### src/design/accel_window_average_core_defines.svh
// Assertion macros for the window average core.
`ifndef ACCEL_WINDOW_AVERAGE_CORE_DEFINES_SVH
`define ACCEL_WINDOW_AVERAGE_CORE_DEFINES_SVH

`ifndef SYNTH
// same-cycle implication
`define AWA_ASSERT_NOW(label, clk, rst, pre, post) \
   label: assert property (@(posedge clk) disable iff (rst) (pre) |-> (post)) \
      else $error("awa assertion failed");
// next-cycle implication
`define AWA_ASSERT_NEXT(label, clk, rst, pre, post) \
   label: assert property (@(posedge clk) disable iff (rst) (pre) |=> (post)) \
      else $error("awa assertion failed");
`else
`define AWA_ASSERT_NOW(label, clk, rst, pre, post)
`define AWA_ASSERT_NEXT(label, clk, rst, pre, post)
`endif

`endif

### src/design/awa_pkg.sv
package awa_pkg;

   // raw sensor byte and formed sample widths
   localparam int RAW_W      = 8;
   localparam int LOW_KEEP   = 6;
   localparam int SAMPLE_W   = RAW_W + LOW_KEEP;
   localparam int AXES       = 3;
   localparam int WINDOW_DEF = 10;

   typedef logic [RAW_W-1:0]           raw_type;
   typedef logic signed [SAMPLE_W-1:0] sample_type;

endpackage

### src/design/accel_window_average_core.sv
// Three-axis accelerometer window average. Each item carries a high and a low
// byte per axis; the core forms a 14-bit signed sample per axis, writes it into
// a WINDOW-deep ring store (cleared at reset, so unwritten slots count as zero)
// and returns the new samples with the windowed mean: the sum of the truncated
// per-sample quotients by WINDOW plus the truncated quotient of the summed
// remainders. One item is accepted every cycle unless the result side stalls;
// each result passes through the input register and then the result register
// (the sample is split into quotient and remainder ahead of the input register,
// and the result stage swaps the oldest slot out of the running sums).
// The result register lets a new item in while an earlier result is stalled.
`include "accel_window_average_core_defines.svh"

module accel_window_average_core #(
   parameter int WINDOW = awa_pkg::WINDOW_DEF
) (
   input  logic                 clock,
   input  logic                 reset,
   input  logic                 req_valid,
   output logic                 req_ready,
   input  awa_pkg::raw_type     req_x_high,
   input  awa_pkg::raw_type     req_x_low,
   input  awa_pkg::raw_type     req_y_high,
   input  awa_pkg::raw_type     req_y_low,
   input  awa_pkg::raw_type     req_z_high,
   input  awa_pkg::raw_type     req_z_low,
   output logic                 rsp_valid,
   input  logic                 rsp_ready,
   output awa_pkg::sample_type  rsp_x_now,
   output awa_pkg::sample_type  rsp_y_now,
   output awa_pkg::sample_type  rsp_z_now,
   output awa_pkg::sample_type  rsp_x_mean,
   output awa_pkg::sample_type  rsp_y_mean,
   output awa_pkg::sample_type  rsp_z_mean
);

   localparam int SAMPLE_W = awa_pkg::SAMPLE_W;
   localparam int RAW_W    = awa_pkg::RAW_W;
   localparam int LOW_KEEP = awa_pkg::LOW_KEEP;
   localparam int AXES     = awa_pkg::AXES;
   localparam int SLOT_W   = $clog2(WINDOW);
   localparam int REM_W    = $clog2(WINDOW) + 1;
   localparam int QSUM_W   = SAMPLE_W + 1;
   localparam int RSUM_W   = $clog2(WINDOW * (WINDOW - 1) + 1) + 1;
   localparam int RMAG_W   = RSUM_W - 1;

   // exact reciprocal for sample magnitudes up to 2**(SAMPLE_W-1)
   localparam int DIV_SHIFT = SAMPLE_W + $clog2(WINDOW) + 1;
   localparam int DIV_RW    = DIV_SHIFT + 1;
   localparam int PROD_W    = SAMPLE_W + DIV_RW;
   localparam logic [DIV_RW-1:0] DIV_RECIP = DIV_RW'((2 ** DIV_SHIFT) / WINDOW + 1);

   // exact reciprocal for the remainder-sum magnitude
   localparam int MEAN_SHIFT = RMAG_W + $clog2(WINDOW) + 1;
   localparam int MEAN_RW    = MEAN_SHIFT + 1;
   localparam int MPROD_W    = RMAG_W + MEAN_RW;
   localparam logic [MEAN_RW-1:0] MEAN_RECIP = MEAN_RW'((2 ** MEAN_SHIFT) / WINDOW + 1);

   localparam logic [SLOT_W-1:0] LAST_SLOT = SLOT_W'(WINDOW - 1);

   // handshake
   logic out_take;
   logic s1_move;
   logic req_fire;
   logic s1_valid_ff, s1_valid_in;
   logic rsp_valid_ff, rsp_valid_in;

   // input stage signals and registers
   awa_pkg::raw_type           in_high [AXES];
   awa_pkg::raw_type           in_low  [AXES];
   logic signed [SAMPLE_W-1:0] in_sample [AXES];
   logic [SAMPLE_W-1:0]        in_mag  [AXES];
   logic [PROD_W-1:0]          in_prod [AXES];
   logic [SAMPLE_W-1:0]        in_qmag [AXES];
   logic [REM_W-1:0]           in_rmag [AXES];
   logic signed [SAMPLE_W-1:0] in_q    [AXES];
   logic signed [REM_W-1:0]    in_r    [AXES];

   logic signed [SAMPLE_W-1:0] s1_sample_ff [AXES];
   logic signed [SAMPLE_W-1:0] s1_q_ff      [AXES];
   logic signed [REM_W-1:0]    s1_r_ff      [AXES];

   // ring store of per-slot quotient and remainder, plus running sums
   logic signed [SAMPLE_W-1:0] q_store_ff [AXES][WINDOW];
   logic signed [REM_W-1:0]    r_store_ff [AXES][WINDOW];
   logic signed [QSUM_W-1:0]   qsum_ff [AXES];
   logic signed [QSUM_W-1:0]   qsum_in [AXES];
   logic signed [RSUM_W-1:0]   rsum_ff [AXES];
   logic signed [RSUM_W-1:0]   rsum_in [AXES];
   logic [SLOT_W-1:0]          slot_ff, slot_in;

   // result stage signals and registers
   logic [RMAG_W-1:0]          rs_mag  [AXES];
   logic [MPROD_W-1:0]         rs_prod [AXES];
   logic [RMAG_W-1:0]          rq_mag  [AXES];
   logic signed [RSUM_W-1:0]   rq      [AXES];
   logic signed [SAMPLE_W-1:0] mean_in [AXES];

   logic signed [SAMPLE_W-1:0] now_ff  [AXES];
   logic signed [SAMPLE_W-1:0] mean_ff [AXES];

   assign in_high[0] = req_x_high;
   assign in_low[0]  = req_x_low;
   assign in_high[1] = req_y_high;
   assign in_low[1]  = req_y_low;
   assign in_high[2] = req_z_high;
   assign in_low[2]  = req_z_low;

   // flow control: result register frees the input stage
   assign out_take  = !rsp_valid_ff || rsp_ready;
   assign s1_move   = s1_valid_ff && out_take;
   assign req_ready = !s1_valid_ff || out_take;
   assign req_fire  = req_valid && req_ready;

   always_comb begin
      s1_valid_in = s1_valid_ff;
      if (req_fire) begin
         s1_valid_in = 1'b1;
      end else if (s1_move) begin
         s1_valid_in = 1'b0;
      end
      rsp_valid_in = rsp_valid_ff;
      if (s1_move) begin
         rsp_valid_in = 1'b1;
      end else if (rsp_ready) begin
         rsp_valid_in = 1'b0;
      end
   end

   // input stage: form sample, split into truncated quotient and remainder
   always_comb begin
      for (int a = 0; a < AXES; a++) begin
         in_sample[a] = $signed({in_high[a], in_low[a][RAW_W-1 -: LOW_KEEP]});
         in_mag[a]    = in_sample[a][SAMPLE_W-1] ? $unsigned(-in_sample[a])
                                                 : $unsigned(in_sample[a]);
         in_prod[a]   = PROD_W'(in_mag[a]) * PROD_W'(DIV_RECIP);
         in_qmag[a]   = SAMPLE_W'(in_prod[a] >> DIV_SHIFT);
         in_rmag[a]   = REM_W'(in_mag[a] - SAMPLE_W'(in_qmag[a] * WINDOW));
         in_q[a]      = in_sample[a][SAMPLE_W-1] ? -$signed(in_qmag[a])
                                                 : $signed(in_qmag[a]);
         in_r[a]      = in_sample[a][SAMPLE_W-1] ? -$signed(in_rmag[a])
                                                 : $signed(in_rmag[a]);
      end
   end

   // result stage: swap oldest slot out of the sums, fold remainders in
   always_comb begin
      for (int a = 0; a < AXES; a++) begin
         qsum_in[a] = qsum_ff[a] + QSUM_W'(s1_q_ff[a]) - QSUM_W'(q_store_ff[a][slot_ff]);
         rsum_in[a] = rsum_ff[a] + RSUM_W'(s1_r_ff[a]) - RSUM_W'(r_store_ff[a][slot_ff]);
         rs_mag[a]  = rsum_in[a][RSUM_W-1] ? RMAG_W'(-rsum_in[a]) : RMAG_W'(rsum_in[a]);
         rs_prod[a] = MPROD_W'(rs_mag[a]) * MPROD_W'(MEAN_RECIP);
         rq_mag[a]  = RMAG_W'(rs_prod[a] >> MEAN_SHIFT);
         rq[a]      = rsum_in[a][RSUM_W-1] ? -$signed({1'b0, rq_mag[a]})
                                           : $signed({1'b0, rq_mag[a]});
         mean_in[a] = SAMPLE_W'(qsum_in[a] + QSUM_W'(rq[a]));
      end
      slot_in = (slot_ff == LAST_SLOT) ? '0 : slot_ff + 1'b1;
   end

   // control state
   always_ff @(posedge clock) begin
      if (reset) begin
         s1_valid_ff  <= 1'b0;
         rsp_valid_ff <= 1'b0;
      end else begin
         s1_valid_ff  <= s1_valid_in;
         rsp_valid_ff <= rsp_valid_in;
      end
   end

   // window state: store, sums and write pointer
   always_ff @(posedge clock) begin
      if (reset) begin
         slot_ff <= '0;
         for (int a = 0; a < AXES; a++) begin
            qsum_ff[a] <= '0;
            rsum_ff[a] <= '0;
            for (int k = 0; k < WINDOW; k++) begin
               q_store_ff[a][k] <= '0;
               r_store_ff[a][k] <= '0;
            end
         end
      end else if (s1_move) begin
         slot_ff <= slot_in;
         for (int a = 0; a < AXES; a++) begin
            qsum_ff[a]             <= qsum_in[a];
            rsum_ff[a]             <= rsum_in[a];
            q_store_ff[a][slot_ff] <= s1_q_ff[a];
            r_store_ff[a][slot_ff] <= s1_r_ff[a];
         end
      end
   end

   // payload registers
   always_ff @(posedge clock) begin
      if (req_fire) begin
         for (int a = 0; a < AXES; a++) begin
            s1_sample_ff[a] <= in_sample[a];
            s1_q_ff[a]      <= in_q[a];
            s1_r_ff[a]      <= in_r[a];
         end
      end
      if (s1_move) begin
         for (int a = 0; a < AXES; a++) begin
            now_ff[a]  <= s1_sample_ff[a];
            mean_ff[a] <= mean_in[a];
         end
      end
   end

   assign rsp_valid  = rsp_valid_ff;
   assign rsp_x_now  = now_ff[0];
   assign rsp_y_now  = now_ff[1];
   assign rsp_z_now  = now_ff[2];
   assign rsp_x_mean = mean_ff[0];
   assign rsp_y_mean = mean_ff[1];
   assign rsp_z_mean = mean_ff[2];

   // checks
   `AWA_ASSERT_NOW(a_slot_range, clock, reset, 1'b1, slot_ff <= LAST_SLOT)
   `AWA_ASSERT_NEXT(a_move_gives_result, clock, reset, s1_move, rsp_valid_ff)
   `AWA_ASSERT_NEXT(a_slot_advance, clock, reset, s1_move && slot_ff != LAST_SLOT, slot_ff == $past(slot_ff) + SLOT_W'(1))

endmodule

### config.mk
export PLATFORM = sky130hd
export DESIGN_NAME = accel_window_average_core
export DESIGN_NICKNAME = d
export VERILOG_FILES = /design/src/design/awa_pkg.sv /design/src/design/accel_window_average_core.sv
export VERILOG_INCLUDE_DIRS = /design/src /design/src/design
export SDC_FILE = /design/constraint.sdc
export NUM_CORES = 2
export LEC_CHECK = 0
export BUFFER_PORTS_ARGS = -buffer_cell sky130_fd_sc_hd__buf_2
export CAP_MARGIN = 20
export CORE_MARGIN = 3
export CORE_UTILIZATION = 58
export CTS_CLUSTER_SIZE = 24
export DETAILED_ROUTE_END_ITERATION = 16
export PLACE_DENSITY = 0.78
export SLEW_MARGIN = 5
export SYNTH_ARGS = -nofsm -noshare
export SYNTH_HDL_FRONTEND = slang
export SYNTH_SLANG_ARGS = --single-unit
### constraint.sdc
create_clock -name clock -period 11.5 [get_ports clock]
set_input_delay 0 -clock clock [delete_from_list [all_inputs] [get_ports clock]]
set_output_delay 0 -clock clock [all_outputs]
set_load 0.03 [all_outputs]
==> results_dict.tcl <==
set metrics [dict create \
    tns_ns 0 \
    slew_viol_final 0 \
    grt_pass1_wl_mm 200 \
    routed_wl_mm 125 \
    synth_area_leaders "edfxtp_1, ha_1, fa_1, mux4_2, inv_1" \
    critPathSlowestCell "fa_1" \
    synth-edff-count 816 \
    fmax_mhz 92.0 \
    synth_top_cell_by_area "edfxtp_1" \
    syn_nets 5374 \
    cpMostUsedCell "a21oi_1" \
    routabilityCongestion 0.898 \
    crit_type "reg2reg" \
    clockRootBuffer "clkbuf_16" \
    drive_above_1_share 0.102 \
    yosys_warnings 0 \
    rsz0062_at_grt "false" \
    hold_path.class "in2reg" \
    synthCells 4541 \
    first_iter_violations 3519 \
    ant_nets 0 \
    ioPinCount 138 \
    critical_path_peak_fanout 13 \
    final_common_cell "edfxtp_1" \
    worstPathArrival_ns 11.26 \
    die_area_sq_um 97500 \
    clk_path_buf_depth 3 \
    vias 36000 \
    grt_start_max_net_pins 111 \
    worstSetupEndpointType "flop" \
    syn_area_sq_um 54400 \
    layout_min_cycle_time_ns 10.86 \
    fin_worst_skew_ns 0.0336 \
    ys.flop_type "edfxtp_1" \
    rows 111 \
    maxCapViolations 0 \
    fin_nets 5483 \
    insertion_delay_ns 0.65 \
    tritoncts "yes" \
    cp.required_ns 11.89 \
    synth_cell_types 80 \
    viasPerCell 6.04 \
    path_buf_inv 6 \
    whs_ns 0.0972 \
    timing.slew.headroom 0.260 \
    core_sq_um 92400 \
    clk_pin_slew_ns 0.06 \
    wl_per_cell_um 21.0 \
    critPathMaxStageDelay_ns 0.63 \
    yosysSeqAreaShare 0.453 \
    synthArstFlopShare 0 \
    fillers 6767 \
    die_x_um 312 \
    worst_pin_slew_ns 1.11 \
    synth_area_per_cell_sq_um 12.0 \
    io_buffers 131 \
    status "complete, no violations" \
    dieHeight_um 312 \
    cts_inserted_buffers 84 \
    grt_use_total 0.258 \
    synth_top_area_frac 0.451 \
    setup_viol 0 \
    cts.sinks 822 \
    areaGrowthSynthToFinish_pct 9.47 \
    start_util 0.589 \
    grt_pass1_vias 36900 \
    drcViolationCount 0 \
    layout_common_cells "edfxtp_1, inv_1, ha_1" \
    hold_violations 0 \
    grt_overflow 0 \
    fin_crit_sh 0.945 \
    cts-htree-levels 3 \
    critPathTopFamily "adder cells" \
    antenna_found_initial 1 \
    hpwl_mm 83.2 \
    drt-pass1-iter-count 6 \
    ys_ff_latch 822 \
    cp-start-kind "flop" \
]
sequential cells by signal (all words and copies together), names as in the netlist:
signal,count
s1_sample_ff,42
q_store_ff,420
qsum_ff,42
mean_ff,42
r_store_ff,150
s1_valid_ff,1
rsp_valid,1
now_ff,42
rsum_ff,24
s1_r_ff,12
s1_q_ff,42
slot_ff,4
cells in the mapped netlist (13+ instances only):
cell type	instances
ha_1	529
nor3_1	366
nand3_1	34
edfxtp_1	816
or3_1	13
nand2_1	118
nor4_1	118
a21o_1	46
clkbuf_1	195
a31oi_1	14
xor2_1	74
mux2i_1	70
or2_2	18
a22oi_1	54
nand4_1	13
and3_1	128
inv_1	570
o21ai_0	122
a21oi_1	109
and2_1	62
a211oi_1	13
mux4_2	114
buf_1	25
o21bai_1	34
o31ai_1	14
clkinv_1	53
nand2b_1	39
fa_1	252
nor2_1	173
xnor2_1	196
cell families after synthesis:
| logic type | share of synthesized area |
|---|---|
| AND/OR/NAND/NOR | 0.107 |
| buffers and inverters | 0.0586 |
| flip-flops | 0.453 |
| adder cells (fa/ha/maj) | 0.215 |
| AO/OA/AOI/OAI | 0.0609 |
| XOR/XNOR | 0.0448 |
| multiplexers | 0.0613 |
final timing paths:
| kind | from | to | slack (ns) | cells past startpoint |
|---|---|---|---|---|
| hold / removal | req_x_low[3] | s1_sample_ff[0][1] | 0.1 | 2 |
| setup / recovery | slot_ff[0] | mean_ff[0][25] | 0.64 | 44 |
| setup reg to reg | slot_ff[0] | mean_ff[0][25] | 0.64 | 44 |
| hold reg to reg | s1_sample_ff[0][4] | now_ff[0][4] | 0.42 | 0 |
area by class of cell:
type                       instances  area (sq um)  share of cell area
sequential                       822         24600               0.414
clock buffer                     105          2200              0.0370
multi-input combinational       2871         26700               0.448
clock inverter                    48           380             0.00639
tap                             1243          1560              0.0261
antenna                            1          2.50           0.0000420
inverter                         625          2350              0.0394
timing repair buffer             246          1740              0.0292
metrics by stage:
step	instance area [sq um]	cells	util	setup WS, ns
after global placement	56300	5748	0.609	0.670
after detailed placement	56300	5749	0.610	0.523
final	59500	5961	0.645	0.636
after floorplan	54400	4541	-	0.782
after global routing	59500	5960	0.645	0.0290
after CTS	59400	5950	0.643	0.419
per-layer routing:
metal | vias to the layer above | wire, um | share of wire | GRT usage
met5 | - | 13 | 0.00010 | 0
met4 | 2 | 4330 | 0.035 | 0.0889
met3 | 238 | 9840 | 0.079 | 0.0414
met2 | 1467 | 62100 | 0.50 | 0.440
met1 | 17700 | 48800 | 0.39 | 0.337
li1 | 16600 | - | - | -
repair_timing:
item                                    CTS  global route
hold endpoints to repair                 64             0
endpoints found under the setup margin    0            14
buffers inserted                          0             9
hold buffers                             48             0
resized for setup                         0             3
Power is not shown: default switching activity piles up to over one toggle a cycle in this logic, so the estimate is an artifact.
